--- config.mk ---
export PLATFORM = sky130hd
export DESIGN_NAME = ir_pulse_width_frame_capture_top_flat
export DESIGN_NICKNAME = d
export VERILOG_FILES = /design/src/hw/rtl/irpw_pkg.sv /design/src/hw/rtl/irpw_ifs.sv /design/src/hw/rtl/irpw_front.sv /design/src/hw/rtl/irpw_queue.sv /design/src/hw/rtl/irpw_back.sv /design/src/hw/rtl/ir_pulse_width_frame_capture_top.sv /design/src/flat_wrapper.sv
export VERILOG_INCLUDE_DIRS = /design/src /design/src/hw/rtl
export SDC_FILE = /design/constraint.sdc
export NUM_CORES = 1
export LEC_CHECK = 0
export BUFFER_PORTS_ARGS = -buffer_cell sky130_fd_sc_hd__buf_2
export CAP_MARGIN = 15
export CORE_ASPECT_RATIO = 1.25
export CORE_UTILIZATION = 45
export DETAILED_ROUTE_END_ITERATION = 16
export SLEW_MARGIN = 20
export SYNTH_ARGS = -nofsm -noshare
export SYNTH_HDL_FRONTEND = slang
export SYNTH_HIERARCHICAL = 1
export SYNTH_SLANG_ARGS = --single-unit
--- constraint.sdc ---
create_clock -name clk -period 8.55 [get_ports clk]
set_clock_uncertainty 0.05 [all_clocks]
set_input_delay 0.4275 -clock clk [delete_from_list [all_inputs] [get_ports clk]]
set_output_delay 0.4275 -clock clk [all_outputs]
set_load 0.05 [all_outputs]
--- src/hw/rtl/assert_macros.svh ---
// ----------------------------------------------------------------------------
// Assertion macros
// Shared concurrent assertion forms, clocked on clk and disabled in reset.
// ----------------------------------------------------------------------------
`ifndef ASSERT_MACROS_SVH
`define ASSERT_MACROS_SVH

// same-cycle implication
`define IRPW_ASSERT_IMP(lbl, ante, cons, msg) \
	lbl: assert property (@(posedge clk) disable iff (!arst_n) (ante) |-> (cons)) \
		else $error(msg);

// next-cycle implication
`define IRPW_ASSERT_NXT(lbl, ante, cons, msg) \
	lbl: assert property (@(posedge clk) disable iff (!arst_n) (ante) |=> (cons)) \
		else $error(msg);

`endif

--- src/hw/rtl/irpw_pkg.sv ---
// ----------------------------------------------------------------------------
// irpw_pkg
// Types, codes and reset constants of the infrared pulse-width frame capture.
// ----------------------------------------------------------------------------
`default_nettype none

package irpw_pkg;

	localparam int TICK_W     = 16;
	localparam int CFG_W      = 16;
	localparam int CFG_IDX_W  = 3;
	localparam int NUM_CFG    = 8;
	localparam int FRAME_W    = 64;
	localparam int CODE_W     = 2;
	localparam int COUNT_W    = 7;
	localparam int CD_W       = 5;
	localparam int SHIFT_W    = 3;
	localparam int QUEUE_DEPTH = 4;

	// defaults for top-level parameters
	localparam int DEF_SPIKE_MAX     = 2400;
	localparam int DEF_RELEASE_TICKS = 18;
	localparam int DEF_CAPTURE_BITS  = 64;

	localparam logic [COUNT_W-1:0] COUNT_MAX  = 7'd127;
	localparam logic [COUNT_W-1:0] FULL_FRAME = 7'd51;

	// frame end codes
	localparam logic [CODE_W-1:0] END_PULSE   = 2'd0;
	localparam logic [CODE_W-1:0] END_IDLE    = 2'd1;
	localparam logic [CODE_W-1:0] END_RELEASE = 2'd2;

	localparam logic [FRAME_W-1:0] RELEASE_WORD = 64'h1;

	// register indexes
	typedef enum logic [CFG_IDX_W-1:0] {
		REG_ONE_T_MIN   = 3'd0,
		REG_ONE_T_MAX   = 3'd1,
		REG_TWO_T_MIN   = 3'd2,
		REG_TWO_T_MAX   = 3'd3,
		REG_THREE_T_MIN = 3'd4,
		REG_THREE_T_MAX = 3'd5,
		REG_SIX_T_MIN   = 3'd6,
		REG_SIX_T_MAX   = 3'd7
	} reg_idx_t;

	localparam logic [CFG_W-1:0] CFG_RESET [NUM_CFG] = '{
		16'd2989, 16'd7895, 16'd8055, 16'd13495,
		16'd13498, 16'd18875, 16'd26142, 16'd40316
	};

	// item classes decided by the front end
	typedef enum logic [2:0] {
		CLS_ONE   = 3'd0,
		CLS_TWO   = 3'd1,
		CLS_THREE = 3'd2,
		CLS_SIX   = 3'd3,
		CLS_SPIKE = 3'd4,
		CLS_LONG  = 3'd5,
		CLS_IDLE  = 3'd6
	} cls_t;

	typedef struct packed {
		cls_t cls;
	} q_entry_t;

	// queue status toward front and back
	typedef struct packed {
		logic full;
		logic empty;
	} q_stat_t;

endpackage

`default_nettype wire

--- src/hw/rtl/irpw_ifs.sv ---
// ----------------------------------------------------------------------------
// irpw channel interfaces
// Valid/ready channels for pulse items in and frame results out.
// ----------------------------------------------------------------------------
`default_nettype none

interface irpw_in_if;
	import irpw_pkg::*;
	logic              valid;
	logic              ready;
	logic              kind;
	logic [TICK_W-1:0] pulse_ticks;

	modport source (output valid, kind, pulse_ticks, input ready);
	modport sink (input valid, kind, pulse_ticks, output ready);
endinterface

interface irpw_out_if;
	import irpw_pkg::*;
	logic               valid;
	logic               ready;
	logic [FRAME_W-1:0] frame_word;
	logic [CODE_W-1:0]  ended_by;

	modport source (output valid, frame_word, ended_by, input ready);
	modport sink (input valid, frame_word, ended_by, output ready);
endinterface

`default_nettype wire

--- src/hw/rtl/irpw_front.sv ---
// ----------------------------------------------------------------------------
// irpw_front
// Holds the window registers, classifies each beat and pushes its class.
// ----------------------------------------------------------------------------
`default_nettype none

module irpw_front #(
	parameter int SPIKE_MAX = irpw_pkg::DEF_SPIKE_MAX
) (
	input  wire logic                       clk,
	input  wire logic                       arst_n,
	input  wire logic                       cfg_we,
	input  wire logic [irpw_pkg::CFG_IDX_W-1:0] cfg_idx,
	input  wire logic [irpw_pkg::CFG_W-1:0] cfg_wdata,
	irpw_in_if.sink                         in_ch,
	input  wire irpw_pkg::q_stat_t          q_stat,
	output logic                            push,
	output irpw_pkg::q_entry_t              push_entry
);
	import irpw_pkg::*;

	localparam logic [TICK_W-1:0] SPIKE_LIM = TICK_W'(SPIKE_MAX);

	logic [CFG_W-1:0] win_q [NUM_CFG];
	logic             in_one, in_two, in_three, in_six;
	logic [TICK_W-1:0] t;

	// window registers
	always_ff @(posedge clk or negedge arst_n) begin
		if (!arst_n) begin
			for (int i = 0; i < NUM_CFG; i++) begin
				win_q[i] <= CFG_RESET[i];
			end
		end else if (cfg_we) begin
			win_q[cfg_idx] <= cfg_wdata;
		end
	end

	// window compares
	assign t        = in_ch.pulse_ticks;
	assign in_one   = (win_q[REG_ONE_T_MIN] <= t) && (t <= win_q[REG_ONE_T_MAX]);
	assign in_two   = (win_q[REG_TWO_T_MIN] <= t) && (t <= win_q[REG_TWO_T_MAX]);
	assign in_three = (win_q[REG_THREE_T_MIN] <= t) && (t <= win_q[REG_THREE_T_MAX]);
	assign in_six   = (win_q[REG_SIX_T_MIN] <= t) && (t <= win_q[REG_SIX_T_MAX]);

	// class in priority order
	always_comb begin
		if (in_ch.kind)
			push_entry.cls = CLS_IDLE;
		else if (in_one)
			push_entry.cls = CLS_ONE;
		else if (in_two)
			push_entry.cls = CLS_TWO;
		else if (in_three)
			push_entry.cls = CLS_THREE;
		else if (in_six)
			push_entry.cls = CLS_SIX;
		else if (t <= SPIKE_LIM)
			push_entry.cls = CLS_SPIKE;
		else
			push_entry.cls = CLS_LONG;
	end

	// beat handshake
	assign in_ch.ready = !q_stat.full;
	assign push        = in_ch.valid && !q_stat.full;

endmodule

`default_nettype wire

--- src/hw/rtl/irpw_queue.sv ---
// ----------------------------------------------------------------------------
// irpw_queue
// Short class queue between front and back end.
// ----------------------------------------------------------------------------
`default_nettype none

module irpw_queue (
	input  wire logic               clk,
	input  wire logic               arst_n,
	input  wire logic               push,
	input  wire irpw_pkg::q_entry_t push_entry,
	input  wire logic               pop,
	output irpw_pkg::q_entry_t      head,
	output irpw_pkg::q_stat_t       stat
);
	import irpw_pkg::*;

	localparam int PTR_W = $clog2(QUEUE_DEPTH);
	localparam int CNT_W = $clog2(QUEUE_DEPTH + 1);
	localparam logic [CNT_W-1:0] CNT_FULL = CNT_W'(QUEUE_DEPTH);

	q_entry_t         slot_q [QUEUE_DEPTH];
	logic [PTR_W-1:0] wr_ptr_q, rd_ptr_q;
	logic [CNT_W-1:0] cnt_q;
	logic             do_push, do_pop;

	assign stat.full  = (cnt_q == CNT_FULL);
	assign stat.empty = (cnt_q == '0);
	assign do_push    = push && !stat.full;
	assign do_pop     = pop && !stat.empty;
	assign head       = slot_q[rd_ptr_q];

	// storage
	always_ff @(posedge clk) begin
		if (do_push) begin
			slot_q[wr_ptr_q] <= push_entry;
		end
	end

	// pointers and fill count
	always_ff @(posedge clk or negedge arst_n) begin
		if (!arst_n) begin
			wr_ptr_q <= '0;
			rd_ptr_q <= '0;
			cnt_q    <= '0;
		end else begin
			if (do_push) wr_ptr_q <= PTR_W'(wr_ptr_q + 1'b1);
			if (do_pop)  rd_ptr_q <= PTR_W'(rd_ptr_q + 1'b1);
			if (do_push && !do_pop)
				cnt_q <= CNT_W'(cnt_q + 1'b1);
			else if (do_pop && !do_push)
				cnt_q <= CNT_W'(cnt_q - 1'b1);
		end
	end

endmodule

`default_nettype wire

--- src/hw/rtl/irpw_back.sv ---
// ----------------------------------------------------------------------------
// irpw_back
// Applies classes to the capture state and registers frame results.
// ----------------------------------------------------------------------------
`default_nettype none

module irpw_back #(
	parameter int RELEASE_TICKS = irpw_pkg::DEF_RELEASE_TICKS,
	parameter int CAPTURE_BITS  = irpw_pkg::DEF_CAPTURE_BITS
) (
	input  wire logic               clk,
	input  wire logic               arst_n,
	input  wire irpw_pkg::q_entry_t head,
	input  wire irpw_pkg::q_stat_t  q_stat,
	output logic                    pop,
	irpw_out_if.source              out_ch
);
	import irpw_pkg::*;

	localparam logic [CD_W-1:0] CD_LOAD = CD_W'(RELEASE_TICKS);

	logic [CAPTURE_BITS-1:0] cap_q, cap_nxt, cap_push, cap_close;
	logic                    lvl_q, lvl_nxt;
	logic [COUNT_W-1:0]      cnt_q, cnt_nxt;
	logic [CD_W-1:0]         cd_q, cd_nxt, cd_dec;
	logic [SHIFT_W-1:0]      n_push, n_close;
	logic [COUNT_W:0]        cnt_sum;
	logic                    emit;
	logic [FRAME_W-1:0]      word;
	logic [CODE_W-1:0]       code;
	logic                    out_valid_q;
	logic [FRAME_W-1:0]      out_word_q;
	logic [CODE_W-1:0]       out_code_q;

	// shift n copies of the level into the capture
	function automatic logic [CAPTURE_BITS-1:0] shift_in(
		input logic [CAPTURE_BITS-1:0] cap,
		input logic                    lvl,
		input logic [SHIFT_W-1:0]      n
	);
		logic [CAPTURE_BITS-1:0] fill;
		fill     = ~({CAPTURE_BITS{1'b1}} << n);
		shift_in = (cap << n) | (lvl ? fill : '0);
	endfunction

	// pulse lengths in half-bits
	always_comb begin
		case (head.cls)
			CLS_ONE:   n_push = 3'd1;
			CLS_TWO:   n_push = 3'd2;
			CLS_THREE: n_push = 3'd3;
			CLS_SIX:   n_push = 3'd6;
			default:   n_push = 3'd0;
		endcase
	end

	assign n_close   = (cnt_q == FULL_FRAME) ? 3'd7 : 3'd6;
	assign cap_push  = shift_in(cap_q, lvl_q, n_push);
	assign cap_close = shift_in(cap_q, lvl_q, n_close);
	assign cnt_sum   = {1'b0, cnt_q} + {{(COUNT_W + 1 - SHIFT_W){1'b0}}, n_push};
	assign cd_dec    = CD_W'(cd_q - 1'b1);

	// next state and result of the head class
	always_comb begin
		cap_nxt = cap_q;
		lvl_nxt = lvl_q;
		cnt_nxt = cnt_q;
		cd_nxt  = cd_q;
		emit    = 1'b0;
		word    = FRAME_W'(cap_close);
		code    = END_PULSE;
		case (head.cls)
			CLS_ONE, CLS_TWO, CLS_THREE, CLS_SIX: begin
				cap_nxt = cap_push;
				cnt_nxt = cnt_sum[COUNT_W] ? COUNT_MAX : cnt_sum[COUNT_W-1:0];
				lvl_nxt = !lvl_q;
			end
			CLS_SPIKE: begin
			end
			CLS_LONG: begin
				emit    = (cap_close != '0);
				cap_nxt = '0;
				cnt_nxt = '0;
				lvl_nxt = 1'b1;
			end
			CLS_IDLE: begin
				if (cap_q != '0) begin
					emit    = (cap_close != '0);
					code    = END_IDLE;
					cap_nxt = '0;
					cnt_nxt = '0;
					lvl_nxt = 1'b0;
					cd_nxt  = CD_LOAD;
				end else if (cd_q != '0) begin
					cd_nxt = cd_dec;
					if (cd_dec == '0) begin
						emit    = 1'b1;
						word    = RELEASE_WORD;
						code    = END_RELEASE;
						cnt_nxt = '0;
						lvl_nxt = 1'b0;
					end
				end
			end
			default: begin
			end
		endcase
	end

	// take the head when the output register frees up
	assign pop = !q_stat.empty && (!out_valid_q || out_ch.ready);

	// capture state
	always_ff @(posedge clk or negedge arst_n) begin
		if (!arst_n) begin
			cap_q <= '0;
			lvl_q <= 1'b0;
			cnt_q <= '0;
			cd_q  <= '0;
		end else if (pop) begin
			cap_q <= cap_nxt;
			lvl_q <= lvl_nxt;
			cnt_q <= cnt_nxt;
			cd_q  <= cd_nxt;
		end
	end

	// output register valid
	always_ff @(posedge clk or negedge arst_n) begin
		if (!arst_n) begin
			out_valid_q <= 1'b0;
		end else if (pop) begin
			out_valid_q <= emit;
		end else if (out_ch.ready) begin
			out_valid_q <= 1'b0;
		end
	end

	// output register payload
	always_ff @(posedge clk) begin
		if (pop && emit) begin
			out_word_q <= word;
			out_code_q <= code;
		end
	end

	assign out_ch.valid      = out_valid_q;
	assign out_ch.frame_word = out_word_q;
	assign out_ch.ended_by   = out_code_q;

endmodule

`default_nettype wire

--- src/hw/rtl/ir_pulse_width_frame_capture_top.sv ---
// ----------------------------------------------------------------------------
// ir_pulse_width_frame_capture_top
// Infrared pulse-width frame capture: classifies pulse widths into half-bit
// runs, builds frames in a shift register and emits them with an end code.
// ----------------------------------------------------------------------------
//  channel  | dir | payload                      | handshake
//  in_ch    | in  | kind, pulse_ticks            | valid / ready
//  out_ch   | out | frame_word, ended_by         | valid / ready
//  cfg      | in  | cfg_idx, cfg_wdata           | cfg_we, no stall
//
//  one beat per cycle while the class queue is not full; a beat's result, if any,
//  passes through the class queue, then is held in the output register
//  in_ch stalls only when the four-entry class queue is full
//  the back end stalls only while a result sits in the output register unread
//  arst_n clears capture state, queue and output valid; windows load defaults
// ----------------------------------------------------------------------------
`default_nettype none

module ir_pulse_width_frame_capture_top #(
	parameter int SPIKE_MAX     = irpw_pkg::DEF_SPIKE_MAX,
	parameter int RELEASE_TICKS = irpw_pkg::DEF_RELEASE_TICKS,
	parameter int CAPTURE_BITS  = irpw_pkg::DEF_CAPTURE_BITS
) (
	input  wire logic                           clk,
	input  wire logic                           arst_n,
	input  wire logic                           cfg_we,
	input  wire logic [irpw_pkg::CFG_IDX_W-1:0] cfg_idx,
	input  wire logic [irpw_pkg::CFG_W-1:0]     cfg_wdata,
	irpw_in_if.sink                             in_ch,
	irpw_out_if.source                          out_ch
);
	import irpw_pkg::*;

	logic     push, pop;
	q_entry_t push_entry, head;
	q_stat_t  q_stat;

	// classification
	irpw_front #(
		.SPIKE_MAX (SPIKE_MAX)
	) u_front (
		.clk        (clk),
		.arst_n     (arst_n),
		.cfg_we     (cfg_we),
		.cfg_idx    (cfg_idx),
		.cfg_wdata  (cfg_wdata),
		.in_ch      (in_ch),
		.q_stat     (q_stat),
		.push       (push),
		.push_entry (push_entry)
	);

	// class queue
	irpw_queue u_queue (
		.clk        (clk),
		.arst_n     (arst_n),
		.push       (push),
		.push_entry (push_entry),
		.pop        (pop),
		.head       (head),
		.stat       (q_stat)
	);

	// frame building
	irpw_back #(
		.RELEASE_TICKS (RELEASE_TICKS),
		.CAPTURE_BITS  (CAPTURE_BITS)
	) u_back (
		.clk    (clk),
		.arst_n (arst_n),
		.head   (head),
		.q_stat (q_stat),
		.pop    (pop),
		.out_ch (out_ch)
	);

	// checks
`include "assert_macros.svh"

	`IRPW_ASSERT_IMP(a_release_word, out_ch.valid && (out_ch.ended_by == END_RELEASE), out_ch.frame_word == RELEASE_WORD, "release beat without release word")
	`IRPW_ASSERT_IMP(a_no_zero_frame, out_ch.valid && (out_ch.ended_by != END_RELEASE), out_ch.frame_word != '0, "zero frame emitted")
	`IRPW_ASSERT_IMP(a_queue_stat, q_stat.full, !q_stat.empty, "queue both full and empty")
	`IRPW_ASSERT_NXT(a_push_lands, push, !q_stat.empty, "accepted beat missing from queue")

endmodule

`default_nettype wire
--- src/flat_wrapper.sv ---
// flat-port wrapper written by rule: the top's interface ports become plain ports
module ir_pulse_width_frame_capture_top_flat import irpw_pkg::*;
#(
	parameter int SPIKE_MAX     = irpw_pkg::DEF_SPIKE_MAX,
	parameter int RELEASE_TICKS = irpw_pkg::DEF_RELEASE_TICKS,
	parameter int CAPTURE_BITS  = irpw_pkg::DEF_CAPTURE_BITS
)
  (clk, arst_n, cfg_we, cfg_idx, cfg_wdata, in_ch_valid, in_ch_kind, in_ch_pulse_ticks, in_ch_ready, out_ch_valid, out_ch_frame_word, out_ch_ended_by, out_ch_ready);
  irpw_in_if in_ch_i ();
  irpw_out_if out_ch_i ();
  input  wire logic clk;
  input  wire logic arst_n;
  input  wire logic cfg_we;
  input  wire logic [irpw_pkg::CFG_IDX_W-1:0] cfg_idx;
  input  wire logic [irpw_pkg::CFG_W-1:0] cfg_wdata;
  input wire logic [$bits(in_ch_i.valid)-1:0] in_ch_valid;
  input wire logic [$bits(in_ch_i.kind)-1:0] in_ch_kind;
  input wire logic [$bits(in_ch_i.pulse_ticks)-1:0] in_ch_pulse_ticks;
  output wire logic [$bits(in_ch_i.ready)-1:0] in_ch_ready;
  output wire logic [$bits(out_ch_i.valid)-1:0] out_ch_valid;
  output wire logic [$bits(out_ch_i.frame_word)-1:0] out_ch_frame_word;
  output wire logic [$bits(out_ch_i.ended_by)-1:0] out_ch_ended_by;
  input wire logic [$bits(out_ch_i.ready)-1:0] out_ch_ready;
  assign in_ch_i.valid = in_ch_valid;
  assign in_ch_i.kind = in_ch_kind;
  assign in_ch_i.pulse_ticks = in_ch_pulse_ticks;
  assign in_ch_ready = in_ch_i.ready;
  assign out_ch_valid = out_ch_i.valid;
  assign out_ch_frame_word = out_ch_i.frame_word;
  assign out_ch_ended_by = out_ch_i.ended_by;
  assign out_ch_i.ready = out_ch_ready;
  ir_pulse_width_frame_capture_top #(.SPIKE_MAX(SPIKE_MAX), .RELEASE_TICKS(RELEASE_TICKS), .CAPTURE_BITS(CAPTURE_BITS)) u_core (.clk(clk), .arst_n(arst_n), .cfg_we(cfg_we), .cfg_idx(cfg_idx), .cfg_wdata(cfg_wdata), .in_ch(in_ch_i), .out_ch(out_ch_i));
endmodule
# ---- Word-level counts from Yosys, hierarchy flattened
# Memories as Yosys holds them, arrays and structs flattened.
# Cells that the tools add are included.
# Widths: inputs -> output; s select.
dict set report word_totals {
  reg_bits 279
  latchBits 0
  ramBits 12
  romBits 0
  input_bits 41
  word_cells 135
  n_memories 1
}
# memory words width rd rd_clocked_by_memory_dff wr line_no
set mem_list {}
lappend mem_list {u_core.u_queue.slot_q 4 3 1 0 1 irpw_queue.sv:22} ;# q_entry_t slot_q [QUEUE_DEPTH];
dict set report op_classes {
  add_sub_neg 6
  mul 0
  div_mod_pow 0
  n_lt_le_gt_ge 11
  eq_ne 10
  shifts 4
  mux 43
  n_bitwise 7
  n_reduce_logical 34
}
# op n
set op_table {}
lappend op_table {{$mux 64} 7}
lappend op_table {{$pmux 64 s3} 1}
lappend op_table {{$bwmux 128} 1}
lappend op_table {{$le 16x16->1} 8}
lappend op_table {{$not 64->64} 2}
lappend op_table {{$or 64x64->64} 2}
lappend op_table {{$reduce_bool 64->1} 2}
lappend op_table {{$shl 64x3->64} 2}
lappend op_table {{$shl 64x3->64 const A} 2}
lappend op_table {{$demux 16 s3} 1}
lappend op_table {{$mux 7} 4}
lappend op_table {{$mux 3} 7}
lappend op_table {{$pmux 7 s3} 1}
lappend op_table {{$le 16x12->1 const B} 1}
lappend op_table {{$mux 16} 1}
lappend op_table {{$mux 1} 14}
lappend op_table {{$logic_and 1x1->1} 12}
lappend op_table {{$pmux 3 s4} 1}
lappend op_table {{$mux 5} 2}
lappend op_table {{$eq 3x3->1 const B} 3}
lappend op_table {{$add 7x3->8} 1}
lappend op_table {{$eq 7x6->1 const B} 1}
lappend op_table {{$eq 3x2->1 const B} 2}
lappend op_table {{$logic_not 1->1} 6}
lappend op_table {{24 further kinds} 31}

# ---- Logic depth before layout (Yosys ltp)
dict set report logic_depth {
  depth_word 10
  depth_mapped 15
  ltp_nobuf 11
}

# ---- Hierarchy
# The synthesis kept the hierarchy.
# module n_inst cells_each area_each_um2 seq_area_each_um2
set by_module_without_submodules {}
lappend by_module_without_submodules {irpw_back 1 978 8329.2 3813.7}
lappend by_module_without_submodules {irpw_front 1 711 7936.4 3294.4}
lappend by_module_without_submodules {irpw_queue 1 52 872.1 535.5}

# ---- Worst setup path before layout
# No wires, ideal clock.
dict set report synth_path {
  path_kind {reg-to-reg}
  start {register u_core.u_back.cd_q[0]}
  end {register u_core.u_back.out_code_q[0] (netlist: u_core/u_back/out_ch.ended_by[0]), enable pin}
  arrival_time_ps 3407
  required_time_ps 8073
  path_slack_ps 4666
  path_stages_with_launch 10
  path_buffers 0
  synth_period_minus_slack_ps 3884
  cell_sequence {dfrtp_1 -> inv_1 -> ha_1 -> o21bai_1 -> o21ai_0 -> mux2i_1 -> nor3b_1 -> o21ai_0 -> o32ai_1 -> and3_1}
}
dict set report synth_between {
  elab_chain_cells 7
  elab_cells_between_ends 8
  classes_between {add/sub: 1; mux: 4; reduce/logical: 3}
}
# item line_no
set synth_lines {}
lappend synth_lines {{start: declaration} irpw_back.sv:25} ;# logic [CD_W-1:0] cd_q, cd_nxt, cd_dec;
lappend synth_lines {{start signal: assignment} irpw_back.sv:124} ;# cd_q <= cd_nxt;
lappend synth_lines {{$sub 5x1->5} irpw_back.sv:61} ;# assign cd_dec = CD_W'(cd_q - 1'b1);
lappend synth_lines {{$logic_not 5->1} irpw_back.sv:96} ;# if (cd_dec == '0) begin
lappend synth_lines {{$mux 1} irpw_back.sv:96}
lappend synth_lines {{$mux 1 (*)} irpw_back.sv:94} ;# end else if (cd_q != '0) begin
lappend synth_lines {{$mux 1 (*)} irpw_back.sv:87} ;# if (cap_q != '0) begin
lappend synth_lines {{$pmux 1 s2 (*)} irpw_back.sv:72} ;# case (head.cls)
lappend synth_lines {{$logic_and 1x1->1 (*)} irpw_back.sv:141} ;# if (pop && emit) begin
lappend synth_lines {{end signal: assignment} irpw_back.sv:143} ;# out_code_q <= code;
lappend synth_lines {{end: declaration} irpw_back.sv:33} ;# logic [CODE_W-1:0] out_code_q;
# Mark *: on every way between the ends. The rest lies on a longest branch, timed or not.
# A chain may end at the register's enable or synchronous reset.

==> metrics <==
status complete, no violations; number of remaining DRC errors 0; top cells by area, synth dfrtp_1, edfxtp_1, dfstp_2; Seq/Total Area, Yosys 0.446; Synth Area in Simple Gates 0.168; hpwl dp 30.3 mm; DR WL met2 22.4 mm; gr usage total 0.226; # IOs 109; CP Data Arrival Time 5.01 ns; DP Cell Count 2,251; CTS tree yes; n_diodes 0; Synth Flop Type dfrtp_1; critical path class reg2reg; fraction of the mapped netlist area in adder cells 0.103; max-cap violations 0; WL met3 1.82 mm; HP Class in2reg; CTS Buffer Depth 3; FF+latch area 7640 sq um; Avg Cell Area, Syn 9.84 sq um; TNS Setup 0 ns; DRT antenna net count 0; Fin. Hold Viols 0; total CTS buffers 31; Die Y 220 um; first-pass detailed-route iteration total 9; most area-hungry cell type in the Yosys netlist dfrtp_1; async set-or-reset flop fraction in the synthesized netlist 0.742; Post-Synth XOR/XNOR Area 0.00307; Die W 177 um; Yosys reg bits 287; number of synthesized flops with an enable pin 74; Final nets 1,981; post-synthesis mux area share 0.118; Crit. End Element register; DR top layer met5; FILL cells 3,474; worst-margin pin slew 1.10 ns; Clock transition at path regs 0.06 ns; cells after synthesis 1,741; first-pass GRT wire length 69.5 mm; area share of the largest cell type after synthesis 0.204; RSZ-0062 raised after global routing no; post-synth cell types 80; routed len/inst 18.8 um; largest net degree at the start of global routing 107; FP Rows 79; Yosys Warn Count 6; drt total wl 43.4 mm; Final Max Tran Viols 0; initial antenna violation count 1; multi-input logic area 8730 sq um; fmax 218 MHz; Startpoint Class register; I/O Buffers 108; via/cell ratio 5.66; Power Density 388 nW/um^2; Leak 8.68 nW; Max VDD drop 0.000269 V; Syn Nets 1,922; slew margin rel. 0.260; Post-Syn Area 17,100 sq um; Worst EP required 8.96 ns; drt first-iter violations 758; final setup fails 0; routability cong. 0.855; Compound-Gate Fraction of Synth Area 0.114; final cycle utilization of the critical path 0.538; post-CTS setup buffer count 0; Crit Path Max Fanout 55; Congestion Overflow GR 0; vias 13,100; Initial Util 0.459; post-layout minimum cycle time 4.60 ns; CORE AREA 37,400 sq um; H-tree depth 1; vias in the first global route 12,900; largest family of logic cells by synthesized area simple AND/OR/NAND/NOR gates; hold_buf cts 1; share of cells above drive strength 1 0.214; die area 38,900 sq um; Area growth syn-to-layout 11.4%; Sink Count 287; Root Driver clkbuf_16; post-cts repair resize count 0; Non-Filler Instances 2,311; clock latency on the worst-skew pair 0.59 ns; DRT met1 WL 17.8 mm
-- final cells by class --
type,count,area share
Clock buffer,39,0.0433
Sequential cell,287,0.400
Timing Repair Buffer,123,0.0351
Tap cell,486,0.0318
Clock inverter,19,0.0122
Inverter,104,0.0204
Multi-Input combinational cell,1253,0.457
-- cell usage in the layout (no fill, tap or decap), types with 45 or more instances in the layout --
master and count:
a21oi_1 61, a31oi_1 52, buf_2 107, dfrtp_1 140
dfstp_2 73, edfxtp_1 74, ha_1 138, inv_1 100
mux2_2 111, mux2i_1 65, nand2_1 396, nor3_1 63
o21ai_0 45, o31ai_1 58
-- stage by stage --
step / cell area, sq um / total power, mW / hold WS, ns / setup WS (ns) / util
final: 19100 / 7.40 / 0.0898 / 3.95 / 0.511
after global routing: 19100 / 7.92 / 0.0992 / 3.68 / 0.511
after CTS: 19100 / 7.45 / 0.0690 / 4.00 / 0.511
after detailed placement: 18000 / 6.01 / 0.418 / 4.02 / 0.482
after global placement: 18000 / 5.95 / 0.411 / 4.05 / 0.482
after floorplan: 17100 / 5.20 / 0.0819 / 4.67 / -
-- metal layers --
layer,up-vias,GRT usage
li1,6341,-
met1,6354,0.270
met2,311,0.414
met3,78,0.0259
met4,2,0.0842
met5,-,0
-- critical path, stage by stage, from the launching register on --
cell and delay (ns):
dfrtp_1 0.47, mux4_2 0.76, or2_2 0.74, inv_2 0.85
ha_1 0.32, inv_1 0.07, fa_1 0.41, nor2b_1 0.15
o21ai_0 0.17, nor2_1 0.14, a21oi_1 0.07, o22a_1 0.23
-- worst paths after layout --
path	start	endpoint	slack, ns	cells after the start
worst max-delay path	u_core/u_queue/rd_ptr_q[0]$_DFFE_PN0P_	u_core/u_back/cnt_q[6]$_DFFE_PN0P_	3.95	11
worst min-delay path	cfg_wdata[10]	u_core/u_front/win_q[106]$_DFFE_PN1P_	0.09	3
worst max register to register	u_core/u_queue/rd_ptr_q[0]$_DFFE_PN0P_	u_core/u_back/cnt_q[6]$_DFFE_PN0P_	3.95	11
worst min register to register	u_core/u_back/cap_q[63]$_DFFE_PN0P_	u_core/u_back/cap_q[63]$_DFFE_PN0P_	0.43	2
max in group asynchronous	arst_n	u_core/u_front/win_q[28]$_DFFE_PN0P_	6.75	3
min in group asynchronous	arst_n	u_core/u_front/win_q[83]$_DFFE_PN0P_	0.43	2
-- cell usage after synthesis, types with 7 or more instances --
master,count
o21ai_0,45
and3_1,7
a31oi_1,52
nand4_1,28
a21oi_1,61
nor2_1,37
o22a_1,7
edfxtp_1,74
nand2_1,396
mux2_2,111
nor3_1,64
o31ai_1,58
ha_1,138
nor2b_1,17
a21o_1,11
buf_2,19
nor4_1,16
inv_1,100
clkbuf_1,70
a221o_1,7
nand2b_1,7
dfrtp_1,140
dfstp_2,73
nand3_1,15
mux2i_1,65
-- power breakdown --
part,internal [mW],switching [mW],leakage (nW),total [mW]
Combinational,1.23,2.39,4.95,3.62
Sequential,2.00,0.377,3.22,2.37
Clock,0.835,0.569,0.514,1.40
-- registers in the layout (all words and copies together), names as in the netlist --
| signal | cells |
|---|---|
| u_core/u_queue/wr_ptr_q | 2 |
| u_core/u_back/cap_q | 64 |
| u_core/u_back/cnt_q | 7 |
| u_core/u_back/cd_q | 5 |
| u_core/u_queue/rd_ptr_q | 2 |
| u_core/u_back/out_ch.frame_word | 60 |
| u_core/u_queue/slot_q | 12 |
| u_core/u_back/lvl_q | 1 |
| u_core/u_front/win_q | 128 |
| u_core/u_back/out_ch.ended_by | 2 |
| u_core/u_queue/cnt_q | 3 |
| u_core/u_back/out_ch.valid | 1 |
-- cells by family after synthesis --
group | Yosys count
and+or+nand+nor | 632
adders and majority gates | 140
muxes | 182
DFF | 287
buffers and inverters | 201
xor gates and xnor gates | 6
AOI/OAI and AO/OA | 293
Power figures use the tool's default switching activity.
